===== src/hw/rtl/sha256_pkg.sv =====
// SHA-256 stream hasher package: round constants, initial vector, sequencer states.
// Depends on nothing; used by sha256_stream_hasher_top and sha256_round.
`default_nettype none
package sha256_pkg;
    localparam int unsigned WordW = 32;

    typedef enum logic [2:0] {
        ST_LOAD,
        ST_PAD,
        ST_LEN,
        ST_ROUND,
        ST_FOLD,
        ST_OUT
    } t_state;

    typedef logic [31:0] t_word;

    function automatic t_word round_const(input logic [5:0] idx);
        t_word k;
        begin
            unique case (idx)
                6'd0: k = 32'h428a2f98; 6'd1: k = 32'h71374491; 6'd2: k = 32'hb5c0fbcf;
                6'd3: k = 32'he9b5dba5; 6'd4: k = 32'h3956c25b; 6'd5: k = 32'h59f111f1;
                6'd6: k = 32'h923f82a4; 6'd7: k = 32'hab1c5ed5; 6'd8: k = 32'hd807aa98;
                6'd9: k = 32'h12835b01; 6'd10: k = 32'h243185be; 6'd11: k = 32'h550c7dc3;
                6'd12: k = 32'h72be5d74; 6'd13: k = 32'h80deb1fe; 6'd14: k = 32'h9bdc06a7;
                6'd15: k = 32'hc19bf174; 6'd16: k = 32'he49b69c1; 6'd17: k = 32'hefbe4786;
                6'd18: k = 32'h0fc19dc6; 6'd19: k = 32'h240ca1cc; 6'd20: k = 32'h2de92c6f;
                6'd21: k = 32'h4a7484aa; 6'd22: k = 32'h5cb0a9dc; 6'd23: k = 32'h76f988da;
                6'd24: k = 32'h983e5152; 6'd25: k = 32'ha831c66d; 6'd26: k = 32'hb00327c8;
                6'd27: k = 32'hbf597fc7; 6'd28: k = 32'hc6e00bf3; 6'd29: k = 32'hd5a79147;
                6'd30: k = 32'h06ca6351; 6'd31: k = 32'h14292967; 6'd32: k = 32'h27b70a85;
                6'd33: k = 32'h2e1b2138; 6'd34: k = 32'h4d2c6dfc; 6'd35: k = 32'h53380d13;
                6'd36: k = 32'h650a7354; 6'd37: k = 32'h766a0abb; 6'd38: k = 32'h81c2c92e;
                6'd39: k = 32'h92722c85; 6'd40: k = 32'ha2bfe8a1; 6'd41: k = 32'ha81a664b;
                6'd42: k = 32'hc24b8b70; 6'd43: k = 32'hc76c51a3; 6'd44: k = 32'hd192e819;
                6'd45: k = 32'hd6990624; 6'd46: k = 32'hf40e3585; 6'd47: k = 32'h106aa070;
                6'd48: k = 32'h19a4c116; 6'd49: k = 32'h1e376c08; 6'd50: k = 32'h2748774c;
                6'd51: k = 32'h34b0bcb5; 6'd52: k = 32'h391c0cb3; 6'd53: k = 32'h4ed8aa4a;
                6'd54: k = 32'h5b9cca4f; 6'd55: k = 32'h682e6ff3; 6'd56: k = 32'h748f82ee;
                6'd57: k = 32'h78a5636f; 6'd58: k = 32'h84c87814; 6'd59: k = 32'h8cc70208;
                6'd60: k = 32'h90befffa; 6'd61: k = 32'ha4506ceb; 6'd62: k = 32'hbef9a3f7;
                6'd63: k = 32'hc67178f2;
                default: k = 32'h0;
            endcase
            return k;
        end
    endfunction

    function automatic t_word init_vec(input logic [2:0] idx);
        t_word v;
        begin
            unique case (idx)
                3'd0: v = 32'h6a09e667; 3'd1: v = 32'hbb67ae85;
                3'd2: v = 32'h3c6ef372; 3'd3: v = 32'ha54ff53a;
                3'd4: v = 32'h510e527f; 3'd5: v = 32'h9b05688c;
                3'd6: v = 32'h1f83d9ab; 3'd7: v = 32'h5be0cd19;
                default: v = 32'h0;
            endcase
            return v;
        end
    endfunction

    function automatic t_word ror(input t_word v, input int unsigned s);
        return (v >> s) | (v << (32 - s));
    endfunction
endpackage
`default_nettype wire


===== src/hw/rtl/sha256_if.sv =====
// Valid/ready stream interfaces for the hasher's request and digest channels.
// Depends on nothing.
`default_nettype none
interface sha256_in_if;
    logic       valid;
    logic       ready;
    logic [7:0] msg_byte;
    logic       byte_present;
    logic       end_of_message;
    modport source (output valid, msg_byte, byte_present, end_of_message, input ready);
    modport sink (input valid, msg_byte, byte_present, end_of_message, output ready);
endinterface

interface sha256_out_if;
    logic        valid;
    logic        ready;
    logic [31:0] digest_word;
    logic [2:0]  word_index;
    logic        last_word;
    modport source (output valid, digest_word, word_index, last_word, input ready);
    modport sink (input valid, digest_word, word_index, last_word, output ready);
endinterface
`default_nettype wire


===== src/hw/rtl/sha256_stream_hasher_top.sv =====
// SHA-256 stream hasher top: byte packing, padding, block compression, digest output.
// Depends on sha256_pkg, sha256_if, sha256_ram, sha256_round.
//
// Each byte taken is packed into the block register; the 64th byte of a block starts the
// rounds on the single round unit and then the fold; no request is taken meanwhile.
// An end marker adds padding and length bytes (a second block when the residue passes 55
// bytes), then the eight digest words, one digest word per cycle unstalled.
// Reset and each digest load the initial vector into the chaining RAM and working
// registers through a sweep of the eight RAM words; no request is taken during it.
`default_nettype none
module sha256_stream_hasher_top (
    input  wire i_clk,
    input  wire i_rst_n,
    sha256_in_if.sink    i_req,
    sha256_out_if.source o_dig
);
    sha256_pkg::t_state r_state, n_state;
    logic [5:0]  r_fill, n_fill;
    logic [63:0] r_bits, n_bits;
    logic [63:0] r_total, n_total;
    logic        r_final, n_final;
    logic        r_mark, n_mark;
    logic        r_lendone, n_lendone;
    logic        r_init, n_init;
    logic [6:0]  r_cnt, n_cnt;
    sha256_pkg::t_word r_a, r_b, r_c, r_d, r_e, r_f, r_g, r_h;
    sha256_pkg::t_word r_w [16];
    sha256_pkg::t_word r_blk [16];
    logic        r_ovalid, n_ovalid;
    sha256_pkg::t_word r_oword;
    logic [2:0]  r_oidx;

    logic        ch_we;
    logic [2:0]  ch_waddr, ch_raddr;
    sha256_pkg::t_word ch_wdata, ch_rdata;
    sha256_pkg::t_word rnd_a, rnd_e, rnd_w;
    logic        byte_we;
    logic [7:0]  byte_val;
    logic        take;
    logic        blk_full;

    sha256_ram #(.Width(32), .Depth(8)) u_chain (
        .i_clk(i_clk), .i_we(ch_we), .i_waddr(ch_waddr), .i_wdata(ch_wdata),
        .i_raddr(ch_raddr), .o_rdata(ch_rdata)
    );

    sha256_round u_round (
        .i_a(r_a), .i_b(r_b), .i_c(r_c), .i_d(r_d),
        .i_e(r_e), .i_f(r_f), .i_g(r_g), .i_h(r_h),
        .i_k(sha256_pkg::round_const(r_cnt[5:0])), .i_w(r_w[0]),
        .i_w2(r_w[14]), .i_w7(r_w[9]), .i_w15(r_w[1]), .i_w16(r_w[0]),
        .o_a(rnd_a), .o_e(rnd_e), .o_wnext(rnd_w)
    );

    assign take = i_req.valid && i_req.ready;
    assign i_req.ready = (r_state == sha256_pkg::ST_LOAD) && !r_init;
    assign o_dig.valid = r_ovalid;
    assign o_dig.digest_word = r_oword;
    assign o_dig.word_index = r_oidx;
    assign o_dig.last_word = (r_oidx == 3'd7);
    assign blk_full = (r_fill == 6'd63);

    always_comb begin
        byte_we  = 1'b0;
        byte_val = 8'h00;
        unique case (r_state)
            sha256_pkg::ST_LOAD: begin
                byte_we  = take && i_req.byte_present;
                byte_val = i_req.msg_byte;
            end
            sha256_pkg::ST_PAD: begin
                byte_we  = 1'b1;
                byte_val = r_mark ? 8'h00 : 8'h80;
            end
            sha256_pkg::ST_LEN: begin
                byte_we  = 1'b1;
                byte_val = r_total[63:56];
            end
            default: ;
        endcase
    end

    always_comb begin
        ch_we    = 1'b0;
        ch_waddr = r_cnt[2:0];
        ch_wdata = sha256_pkg::init_vec(r_cnt[2:0]);
        ch_raddr = 3'd0;
        unique case (r_state)
            sha256_pkg::ST_LOAD: begin
                ch_we    = r_init;
                ch_raddr = 3'd0;
            end
            sha256_pkg::ST_ROUND: ch_raddr = 3'd0;
            sha256_pkg::ST_FOLD: begin
                ch_we    = 1'b1;
                ch_wdata = ch_rdata + r_a;
                ch_raddr = r_cnt[2:0] + 3'd1;
            end
            sha256_pkg::ST_OUT: begin
                ch_raddr = (!r_ovalid || o_dig.ready) ? r_cnt[2:0] + 3'd1 : r_cnt[2:0];
            end
            default: ch_raddr = 3'd0;
        endcase
    end

    always_comb begin
        n_state   = r_state;
        n_fill    = r_fill;
        n_bits    = r_bits;
        n_total   = r_total;
        n_final   = r_final;
        n_mark    = r_mark;
        n_lendone = r_lendone;
        n_init    = r_init;
        n_cnt     = r_cnt;
        n_ovalid  = r_ovalid;
        if (o_dig.ready) n_ovalid = 1'b0;
        if (byte_we) n_fill = r_fill + 6'd1;
        unique case (r_state)
            sha256_pkg::ST_LOAD: begin
                if (r_init) begin
                    n_cnt = r_cnt + 7'd1;
                    if (r_cnt == 7'd7) begin
                        n_init = 1'b0;
                        n_cnt  = '0;
                    end
                end else if (take) begin
                    if (i_req.byte_present) n_bits = r_bits + 64'd8;
                    n_total = i_req.byte_present ? r_bits + 64'd8 : r_bits;
                    n_final = 1'b0;
                    n_cnt   = '0;
                    if (i_req.byte_present && blk_full) n_state = sha256_pkg::ST_ROUND;
                    if (i_req.end_of_message) begin
                        n_final = 1'b1;
                        n_mark  = 1'b0;
                        if (!(i_req.byte_present && blk_full)) n_state = sha256_pkg::ST_PAD;
                    end
                end
            end
            sha256_pkg::ST_PAD: begin
                n_mark = 1'b1;
                if (blk_full) begin
                    n_state = sha256_pkg::ST_ROUND;
                    n_cnt   = 7'd0;
                end else if (r_fill == 6'd55) begin
                    n_state = sha256_pkg::ST_LEN;
                    n_cnt   = 7'd0;
                end
            end
            sha256_pkg::ST_LEN: begin
                n_total = {r_total[55:0], 8'h00};
                if (blk_full) begin
                    n_state   = sha256_pkg::ST_ROUND;
                    n_cnt     = 7'd0;
                    n_lendone = 1'b1;
                end
            end
            sha256_pkg::ST_ROUND: begin
                n_cnt = r_cnt + 7'd1;
                if (r_cnt == 7'd63) begin
                    n_state = sha256_pkg::ST_FOLD;
                    n_cnt   = 7'd0;
                end
            end
            sha256_pkg::ST_FOLD: begin
                n_cnt = r_cnt + 7'd1;
                if (r_cnt == 7'd7) begin
                    n_cnt = 7'd0;
                    if (r_lendone) begin
                        n_state = sha256_pkg::ST_OUT;
                    end else if (r_final) begin
                        n_state = sha256_pkg::ST_PAD;
                    end else begin
                        n_state = sha256_pkg::ST_LOAD;
                    end
                end
            end
            sha256_pkg::ST_OUT: begin
                if (!r_ovalid || o_dig.ready) begin
                    n_ovalid = 1'b1;
                    n_cnt    = r_cnt + 7'd1;
                    if (r_cnt == 7'd7) begin
                        n_state   = sha256_pkg::ST_LOAD;
                        n_init    = 1'b1;
                        n_cnt     = '0;
                        n_bits    = '0;
                        n_final   = 1'b0;
                        n_lendone = 1'b0;
                    end
                end
            end
            default: n_state = sha256_pkg::ST_LOAD;
        endcase
    end

    always_ff @(posedge i_clk) begin
        if (!i_rst_n) begin
            r_state   <= sha256_pkg::ST_LOAD;
            r_fill    <= '0;
            r_bits    <= '0;
            r_final   <= 1'b0;
            r_mark    <= 1'b0;
            r_lendone <= 1'b0;
            r_init    <= 1'b1;
            r_cnt     <= '0;
            r_ovalid  <= 1'b0;
        end else begin
            r_state   <= n_state;
            r_fill    <= n_fill;
            r_bits    <= n_bits;
            r_final   <= n_final;
            r_mark    <= n_mark;
            r_lendone <= n_lendone;
            r_init    <= n_init;
            r_cnt     <= n_cnt;
            r_ovalid  <= n_ovalid;
        end
    end

    always_ff @(posedge i_clk) begin
        r_total <= n_total;
        if (byte_we) begin
            case (r_fill[1:0])
                2'd0: r_blk[r_fill[5:2]][31:24] <= byte_val;
                2'd1: r_blk[r_fill[5:2]][23:16] <= byte_val;
                2'd2: r_blk[r_fill[5:2]][15:8]  <= byte_val;
                default: r_blk[r_fill[5:2]][7:0] <= byte_val;
            endcase
        end
        if (r_state == sha256_pkg::ST_ROUND) begin
            for (int i = 0; i < 15; i++) r_w[i] <= r_w[i + 1];
            r_w[15] <= rnd_w;
            r_h <= r_g; r_g <= r_f; r_f <= r_e; r_e <= rnd_e;
            r_d <= r_c; r_c <= r_b; r_b <= r_a; r_a <= rnd_a;
            if (r_cnt == 7'd63) begin
                r_a <= rnd_a; r_b <= r_a; r_c <= r_b; r_d <= r_c;
                r_e <= rnd_e; r_f <= r_e; r_g <= r_f; r_h <= r_g;
            end
        end else if (r_state == sha256_pkg::ST_FOLD ||
                     (r_state == sha256_pkg::ST_LOAD && r_init)) begin
            r_a <= r_b; r_b <= r_c; r_c <= r_d; r_d <= r_e;
            r_e <= r_f; r_f <= r_g; r_g <= r_h; r_h <= ch_wdata;
        end
        if (n_state == sha256_pkg::ST_ROUND && r_state != sha256_pkg::ST_ROUND) begin
            for (int i = 0; i < 16; i++) r_w[i] <= r_blk[i];
            if (byte_we) r_w[15] <= {r_blk[15][31:8], byte_val};
        end
        if (r_state == sha256_pkg::ST_OUT && (!r_ovalid || o_dig.ready)) begin
            r_oword <= ch_rdata;
            r_oidx  <= r_cnt[2:0];
        end
    end
endmodule
`default_nettype wire


===== src/hw/rtl/sha256_ram.sv =====
// Generic single-port-write, one-read synchronous RAM with registered read.
// Depends on nothing.
`default_nettype none
module sha256_ram #(
    parameter int unsigned Width = 32,
    parameter int unsigned Depth = 16
) (
    input  wire                     i_clk,
    input  wire                     i_we,
    input  wire [$clog2(Depth)-1:0] i_waddr,
    input  wire [Width-1:0]         i_wdata,
    input  wire [$clog2(Depth)-1:0] i_raddr,
    output logic [Width-1:0]        o_rdata
);
    logic [Width-1:0] r_mem [Depth];

    always_ff @(posedge i_clk) begin
        if (i_we) r_mem[i_waddr] <= i_wdata;
        o_rdata <= r_mem[i_raddr];
    end
endmodule
`default_nettype wire


===== src/hw/rtl/sha256_round.sv =====
// One SHA-256 round and one message-schedule step on the working registers.
// Depends on sha256_pkg.
`default_nettype none
module sha256_round (
    input  wire sha256_pkg::t_word i_a, i_b, i_c, i_d, i_e, i_f, i_g, i_h,
    input  wire sha256_pkg::t_word i_k,
    input  wire sha256_pkg::t_word i_w,
    input  wire sha256_pkg::t_word i_w2, i_w7, i_w15, i_w16,
    output sha256_pkg::t_word      o_a,
    output sha256_pkg::t_word      o_e,
    output sha256_pkg::t_word      o_wnext
);
    sha256_pkg::t_word big1, choose, sum1, big0, major, lo, hi;

    always_comb begin
        big1   = sha256_pkg::ror(i_e, 6) ^ sha256_pkg::ror(i_e, 11) ^ sha256_pkg::ror(i_e, 25);
        choose = (i_e & i_f) ^ (~i_e & i_g);
        sum1   = i_h + big1 + choose + i_k + i_w;
        big0   = sha256_pkg::ror(i_a, 2) ^ sha256_pkg::ror(i_a, 13) ^ sha256_pkg::ror(i_a, 22);
        major  = (i_a & i_b) ^ (i_a & i_c) ^ (i_b & i_c);
        o_a    = sum1 + big0 + major;
        o_e    = i_d + sum1;
        lo     = sha256_pkg::ror(i_w15, 7) ^ sha256_pkg::ror(i_w15, 18) ^ (i_w15 >> 3);
        hi     = sha256_pkg::ror(i_w2, 17) ^ sha256_pkg::ror(i_w2, 19) ^ (i_w2 >> 10);
        o_wnext = i_w16 + lo + i_w7 + hi;
    end
endmodule
`default_nettype wire


===== src/flat_wrapper.sv =====
// flat-port wrapper written by rule: the top's interface ports become plain ports
module sha256_stream_hasher_top_flat 
  (i_clk, i_rst_n, i_req_valid, i_req_msg_byte, i_req_byte_present, i_req_end_of_message, i_req_ready, o_dig_valid, o_dig_digest_word, o_dig_word_index, o_dig_last_word, o_dig_ready);
  sha256_in_if i_req_i ();
  sha256_out_if o_dig_i ();
  input  wire i_clk;
  input  wire i_rst_n;
  input wire logic [$bits(i_req_i.valid)-1:0] i_req_valid;
  input wire logic [$bits(i_req_i.msg_byte)-1:0] i_req_msg_byte;
  input wire logic [$bits(i_req_i.byte_present)-1:0] i_req_byte_present;
  input wire logic [$bits(i_req_i.end_of_message)-1:0] i_req_end_of_message;
  output wire logic [$bits(i_req_i.ready)-1:0] i_req_ready;
  output wire logic [$bits(o_dig_i.valid)-1:0] o_dig_valid;
  output wire logic [$bits(o_dig_i.digest_word)-1:0] o_dig_digest_word;
  output wire logic [$bits(o_dig_i.word_index)-1:0] o_dig_word_index;
  output wire logic [$bits(o_dig_i.last_word)-1:0] o_dig_last_word;
  input wire logic [$bits(o_dig_i.ready)-1:0] o_dig_ready;
  assign i_req_i.valid = i_req_valid;
  assign i_req_i.msg_byte = i_req_msg_byte;
  assign i_req_i.byte_present = i_req_byte_present;
  assign i_req_i.end_of_message = i_req_end_of_message;
  assign i_req_ready = i_req_i.ready;
  assign o_dig_valid = o_dig_i.valid;
  assign o_dig_digest_word = o_dig_i.digest_word;
  assign o_dig_word_index = o_dig_i.word_index;
  assign o_dig_last_word = o_dig_i.last_word;
  assign o_dig_i.ready = o_dig_ready;
  sha256_stream_hasher_top u_core (.i_clk(i_clk), .i_rst_n(i_rst_n), .i_req(i_req_i), .o_dig(o_dig_i));
endmodule

===== config.mk =====
export PLATFORM = sky130hd
export DESIGN_NAME = sha256_stream_hasher_top_flat
export DESIGN_NICKNAME = d
export VERILOG_FILES = /design/src/hw/rtl/sha256_pkg.sv /design/src/hw/rtl/sha256_if.sv /design/src/hw/rtl/sha256_stream_hasher_top.sv /design/src/hw/rtl/sha256_ram.sv /design/src/hw/rtl/sha256_round.sv /design/src/flat_wrapper.sv
export SDC_FILE = /design/constraint.sdc
export NUM_CORES = 2
export LEC_CHECK = 0
export BUFFER_PORTS_ARGS = -buffer_cell sky130_fd_sc_hd__buf_2
export CAP_MARGIN = 5
export CORE_MARGIN = 3
export CORE_UTILIZATION = 60
export CTS_CLUSTER_DIAMETER = 40
export CTS_CLUSTER_SIZE = 24
export DETAILED_ROUTE_END_ITERATION = 6
export PLACE_DENSITY = 0.75
export SLEW_MARGIN = 10
export SYNTH_ARGS = -nofsm -noshare
export SYNTH_HDL_FRONTEND = slang
export SYNTH_SLANG_ARGS = --single-unit
export TNS_END_PERCENT = 100

===== constraint.sdc =====
create_clock -name i_clk -period 17.9 [get_ports i_clk]
set_input_delay 0 -clock i_clk [delete_from_list [all_inputs] [get_ports i_clk]]
set_output_delay 0 -clock i_clk [all_outputs]
set_load 0.01 [all_outputs]

# Word level (Yosys, flattened, before mapping)
# Memory sizes are Yosys's and may differ from the RTL's. A register that Yosys moved wholly into a read port is not among the register bits.
# Index checks and enable logic that the tools add are counted.
[totals]
ff_bits = 440
ramBits = 1280
mem_bits_ro = 2296
in_bits = 14
output_inout_bits = 38
word_cells = 249
n_memories = 5
[memory_table]
columns = ["memory", "words", "width", "read_ports", "rd_clocked_by_memory_dff", "wr", "line_no", "text"]
rows = [
  ["(name not given)", 64, 32, 1, 1, 0, "sha256_pkg.sv:21", "unique case (idx)"],
  ["u_core.r_blk", 16, 32, 16, 0, 1, "sha256_stream_hasher_top.sv:28", "sha256_pkg::t_word r_blk [16];"],
  ["u_core.r_w", 16, 32, 16, 0, 16, "sha256_stream_hasher_top.sv:27", "sha256_pkg::t_word r_w [16];"],
  ["u_core.u_chain.r_mem", 8, 32, 1, 1, 1, "sha256_ram.sv:15", "logic [Width-1:0] r_mem [Depth];"],
  ["(name not given)", 8, 31, 1, 1, 0, "sha256_pkg.sv:53", "unique case (idx)"],
]
[classes]
addsub = 15
n_eq_ne = 22
muxes = 116
bitwise = 44
reduce_logical = 27
[ops]
columns = ["op", "n"]
rows = [
  ["2-to-1 mux 32 bit", 34],
  ["adder 32 bit", 11],
  ["2-to-1 mux 64 bit", 5],
  ["bitwise XOR 32 bit", 9],
  ["one-hot mux 64 bit (2 select lines)", 2],
  ["AND 32 bit", 5],
  ["adder 64 x 4 -> 64 bit (second input constant)", 1],
  ["2-to-1 mux 7 bit", 8],
  ["2-to-1 mux 3 bit", 16],
  ["one-hot mux 7 bit (6 select lines)", 1],
  ["2-to-1 mux 1 bit", 38],
  ["inverter 32 bit", 1],
  ["OR 10 x 32 -> 32 bit", 1],
  ["OR 13 x 32 -> 32 bit", 1],
  ["OR 14 x 32 -> 32 bit", 1],
  ["OR 15 x 32 -> 32 bit", 1],
  ["OR 19 x 32 -> 32 bit", 1],
  ["OR 21 x 32 -> 32 bit", 1],
  ["OR 25 x 32 -> 32 bit", 1],
  ["OR 26 x 32 -> 32 bit", 1],
  ["OR 30 x 32 -> 32 bit", 1],
  ["OR 7 x 32 -> 32 bit", 1],
  ["bitwise XOR 32 x 22 -> 32 bit", 1],
  ["bitwise XOR 32 x 29 -> 32 bit", 1],
  ["other kinds (34)", 81],
]

# Depth between registers and ports, before layout
[logic_depth]
word_depth = 14
mapped_depth = 35
ltp_nobuf = 33

# Modules after synthesis
# A second synthesis with hierarchy kept.
[hier_totals]
hier_cells = 7736
hier_area_um2 = 87518.9
[by_module_without_submodules]
columns = ["module", "n_inst", "cells_per_inst", "area_each_um2"]
rows = [
  ["sha256_stream_hasher_top", 1, 5663, 63317.0],
  ["sha256_round", 1, 1658, 13735.7],
  ["sha256_ram", 1, 415, 10466.3],
]

# Least setup slack after synthesis
# OpenSTA, ideal clock, no wires.
[synth_path]
path_kind = "register to register"
startpoint = "register u_core.r_cnt[0]"
endpoint = "memory u_core.r_w[0][0] (netlist bit) (enable)"
setup_time_ns = 3.417
arrival_ns = 9.869
t_required_ns = 14.483
path_slack_ns = 4.614
path_stages_with_launch = 10
path_buffers = 1
synth_period_minus_slack_ns = 13.286
cell_sequence = "dfxtp_1 ha_1 nand3b_1 nor4_2 a21o_1 o2111ai_1 nor2_1 or2_2 clkbuf_1 nand2_1"
[synth_rtl]
columns = ["item", "line_no", "text"]
rows = [
  ["from (decl)", "sha256_stream_hasher_top.sv:25", "logic [6:0] r_cnt, n_cnt;"],
  ["from (signal assigned)", "sha256_stream_hasher_top.sv:215", "r_cnt <= n_cnt;"],
  ["to (decl)", "sha256_stream_hasher_top.sv:27", ""],
]

# Final worst setup path
[layout_path]
startpoint = "register u_core.r_e[8]"
endpoint = "register u_core.r_e[31] (data pin)"
[layout_via]
elab_chain_len = 9
elab_cells_between_ends = 15
cone_classes = "add/sub (5); mux (1); bitwise (9)"
[layout_lines]
columns = ["item", "line_no", "text"]
rows = [
  ["from (decl)", "sha256_stream_hasher_top.sv:26", "sha256_pkg::t_word r_a, r_b, r_c, r_d, r_e, r_f, r_g, r_h;"],
  ["from (signal assigned)", "sha256_stream_hasher_top.sv:233", "r_h <= r_g; r_g <= r_f; r_f <= r_e; r_e <= rnd_e;"],
  ["from (signal assigned)", "sha256_stream_hasher_top.sv:237", "r_e <= rnd_e; r_f <= r_e; r_g <= r_f; r_h <= r_g;"],
  ["from (signal assigned)", "sha256_stream_hasher_top.sv:242", "r_e <= r_f; r_f <= r_g; r_g <= r_h; r_h <= ch_wdata;"],
  ["OR 26 x 32 -> 32 bit / OR 21 x 32 -> 32 bit (equally long branches)", "sha256_pkg.sv:65", "return (v >> s) | (v << (32 - s));"],
  ["bitwise XOR 32 bit (2 in a row)", "sha256_round.sv:16", "big1 = sha256_pkg::ror(i_e, 6) ^ sha256_pkg::ror(i_e, 11) ^ sha256_pkg::ror(i_e, 25);"],
  ["adder 32 bit", "sha256_round.sv:18", "sum1 = i_h + big1 + choose + i_k + i_w;"],
  ["adder 32 bit (*) (3 in a row)", "sha256_round.sv:18", ""],
  ["adder 32 bit (*)", "sha256_round.sv:22", "o_e = i_d + sum1;"],
  ["2-to-1 mux 32 bit (*)", "sha256_stream_hasher_top.sv:230", "if (r_state == sha256_pkg::ST_ROUND) begin"],
]
# Mark *: on every way between the ends. The rest lies on a longest branch, timed or not.
# A chain may end at the register's enable or synchronous reset.

==> impl_metrics.env <==
export IMPL_status="complete, no violations"
export IMPL_drt_initial_drc_count=6604
export IMPL_grt_util_all_layers_pct=31.9
export IMPL_required_ps=18420
export IMPL_hold_path_class="in -> reg"
export IMPL_area_growth_pct=11.2
export IMPL_max_stage_delay_ps=550
export IMPL_postSynthAreaPerCell_um2=11.8
export IMPL_criticalPathCategory="reg -> reg"
export IMPL_vias=57900
export IMPL_period_share_pct=46.1
export IMPL_ys_seq_area_share_pct=60.2
export IMPL_ys_flop_type="edfxtp_1"
export IMPL_fin_tns_setup_ps=0
export IMPL_rows=139
export IMPL_maxCapViolCount=0
export IMPL_n_fill_cell=10300
export IMPL_timing_fmax_mhz=121
export IMPL_grt_max_degree=179
export IMPL_drt_pass1_iterations=6
export IMPL_nets=7718
export IMPL_hold_viol_final=0
export IMPL_wire_per_inst_um=25.5
export IMPL_synthArstFlopShare_pct=0
export IMPL_synth_edff_count=1632
export IMPL_syn_instance_count=7374
export IMPL_drt_total_wl_um=241000
export IMPL_cts_buffers=219
export IMPL_fin_crit_ps=8240
export IMPL_dp_slack_ps=9860
export IMPL_post_synth_top_count_cell="nand2_1"
export IMPL_grt_pass1_wl_um=359000
export IMPL_io_pins=52
export IMPL_crit_path_top_delay_cell="edfxtp_1"
export IMPL_antenna_found_initial=5
export IMPL_dieWidth_um=387
export IMPL_clk_path_buf_depth=3
export IMPL_cp_start_kind="register"
export IMPL_cts_root_buf="clkbuf_16"
export IMPL_syn_num_nets=7755
export IMPL_overflow=0
export IMPL_remaining_drc_errors=0
export IMPL_end_kind="register"
export IMPL_ys_ff_latch=1808
export IMPL_dieArea_um2=150000
export IMPL_worstMarginPinSlew_ps=1230
export IMPL_place_congestion=1.00
export IMPL_cts_htree_levels=4
export IMPL_grt_pass1_vias=56200
export IMPL_rsz0062_at_grt="no"
export IMPL_port_buffers=51
export IMPL_cts_setup_buffers=0
export IMPL_synth_top_cell_by_area="edfxtp_1"
export IMPL_initial_utilization_pct=60.6
export IMPL_antenna_left=0
export IMPL_fp_coreArea_um2=144000
export IMPL_synth_common_cells="1,664 x nand2_1, 1,632 x edfxtp_1, 386 x o21ai_0, 337 x nor2_1, 333 x mux2_2"
export IMPL_worst_slack_ps=9660
export IMPL_clock_sink_count=1808
export IMPL_synth_cell_types=103
export IMPL_clock_latency_ps=840
export IMPL_cts_tree="built"
export IMPL_dieHeight_um=387
export IMPL_arrival_ps=8770
export IMPL_drv_slew=0
export IMPL_relSlewSlack_pct=17.7
export IMPL_yosysWarnings=0
export IMPL_synthDominantCellAreaShare_pct=56.2
export IMPL_synthTopCellsByArea="edfxtp_1 56%, nand2_1 7.2%, fa_1 4.3%, mux2_2 4.3%, dfxtp_1 4.0%"
export IMPL_clk_pin_slew_ps=60
export IMPL_vias_per_cell=6.13
export IMPL_finalSetupViolations=0
export IMPL_cp_max_fo=6
export IMPL_syn_area_um2=87200
export IMPL_finClkSkew_ps=53.2
export IMPL_final_layout_size_suffix_gt1_share_pct=12.4
export IMPL_dpl_hpwl_um=160000
==> flip-flops by register name, summed over array words and instances, names as in the netlist, 61 cells and up, named ones only <==
signal	flops
u_core.r_bits	61
u_core.r_total	61
u_core.r_w	512
u_core.r_blk	512
u_core.u_chain.r_mem	256
==> cell type report <==
cell class | count | area, um^2 | area share (%)
flip-flops and latches | 1808 | 52500 | 54.1
multi-input cells | 4868 | 32100 | 33.1
repair buffers | 146 | 1020 | 1.05
clock inverters | 180 | 2210 | 2.28
inverters | 294 | 1110 | 1.14
well taps | 1903 | 2380 | 2.45
diodes | 4 | 10.0 | 0.0103
clock buffers | 237 | 5640 | 5.82
==> metal layers <==
metal	part of all wire (%)	vias up	global-route usage (%)
li1	-	26000	-
met3	8.7	586	5.80
met2	46	2827	50.5
met5	0	-	0
met1	39	28500	42.8
met4	5.6	0	15.6
==> worst max-delay path: cells and delay by family (launching register included) <==
kind	cells	cell delay, ps
AO/OA/AOI/OAI	12	2580
XOR/XNOR	4	1040
adder cells (fa/ha/maj)	5	2180
buffers and inverters	2	110
flip-flops	1	550
AND/OR/NAND/NOR	6	1470
==> final timing paths <==
path              cells past startpoint                      endpoint                       start  slack, ps
setup / recovery                     29                u_core.r_e[31]               u_core.r_e[8]       9660
hold / removal                        3           u_core.r_blk[11][2]           i_req_msg_byte[2]         60
setup reg to reg                     29                u_core.r_e[31]               u_core.r_e[8]       9660
hold reg to reg                       0  u_core.o_dig.digest_word[15]  u_core.u_chain.o_rdata[15]        450
==> logic make-up after synthesis <==
family | count (synthesis) | synth area share, %
AOI/OAI and AO/OA | 1081 | 7.68
adders and majority gates | 369 | 6.90
buffers and inverters | 698 | 3.22
and+or+nand+nor | 2582 | 12.5
xor gates and xnor gates | 460 | 4.62
muxes | 376 | 4.82
DFF | 1808 | 60.2
==> per-stage QoR <==
step | utilization (%) | cells | hold WS, ps | area, um^2
6_report | 67.4 | 9440 | 61.7 | 97000
5_1_grt | 67.4 | 9436 | 36.9 | 97000
4_1_cts | 67.4 | 9435 | 18.4 | 97000
3_5_place_dp | 61.8 | 9006 | 363 | 89000
3_3_place_gp | 61.8 | 9006 | 350 | 89000
2_1_floorplan | - | 7374 | 180 | 87200
==> what timing repair did <==
action,in CTS,in global routing
resized for setup,0,0
endpoints found under the hold margin,79,0
hold buffers,12,0
==> cells in the final DEF (no fill, tap or decap), types with 25 or more instances in the layout <==
cell type / netlist / layout
fa_1: 188 / 188
buf_4: 11 / 81
edfxtp_1: 1632 / 1632
a21oi_1: 241 / 240
o21a_1: 29 / 29
and3_1: 36 / 36
xor2_1: 135 / 135
nor2_1: 337 / 329
nand2b_1: 37 / 37
a21o_1: 91 / 91
dfxtp_1: 176 / 176
inv_6: 1 / 37
nor2b_1: 26 / 25
ha_1: 179 / 179
clkinvlp_4: 0 / 26
nand2_1: 1664 / 1659
buf_2: 64 / 51
a31oi_1: 35 / 35
xnor2_1: 325 / 325
nor3_1: 72 / 68
nand3_1: 244 / 244
inv_8: 0 / 27
o21ai_0: 386 / 377
o31ai_1: 26 / 25
mux2_2: 333 / 333
inv_1: 291 / 290
clkbuf_16: 0 / 223
o211ai_1: 32 / 32
Power is left out: the tool's default activity adds up to more than one toggle a clock period on the data nets, which glitch-free logic cannot reach.
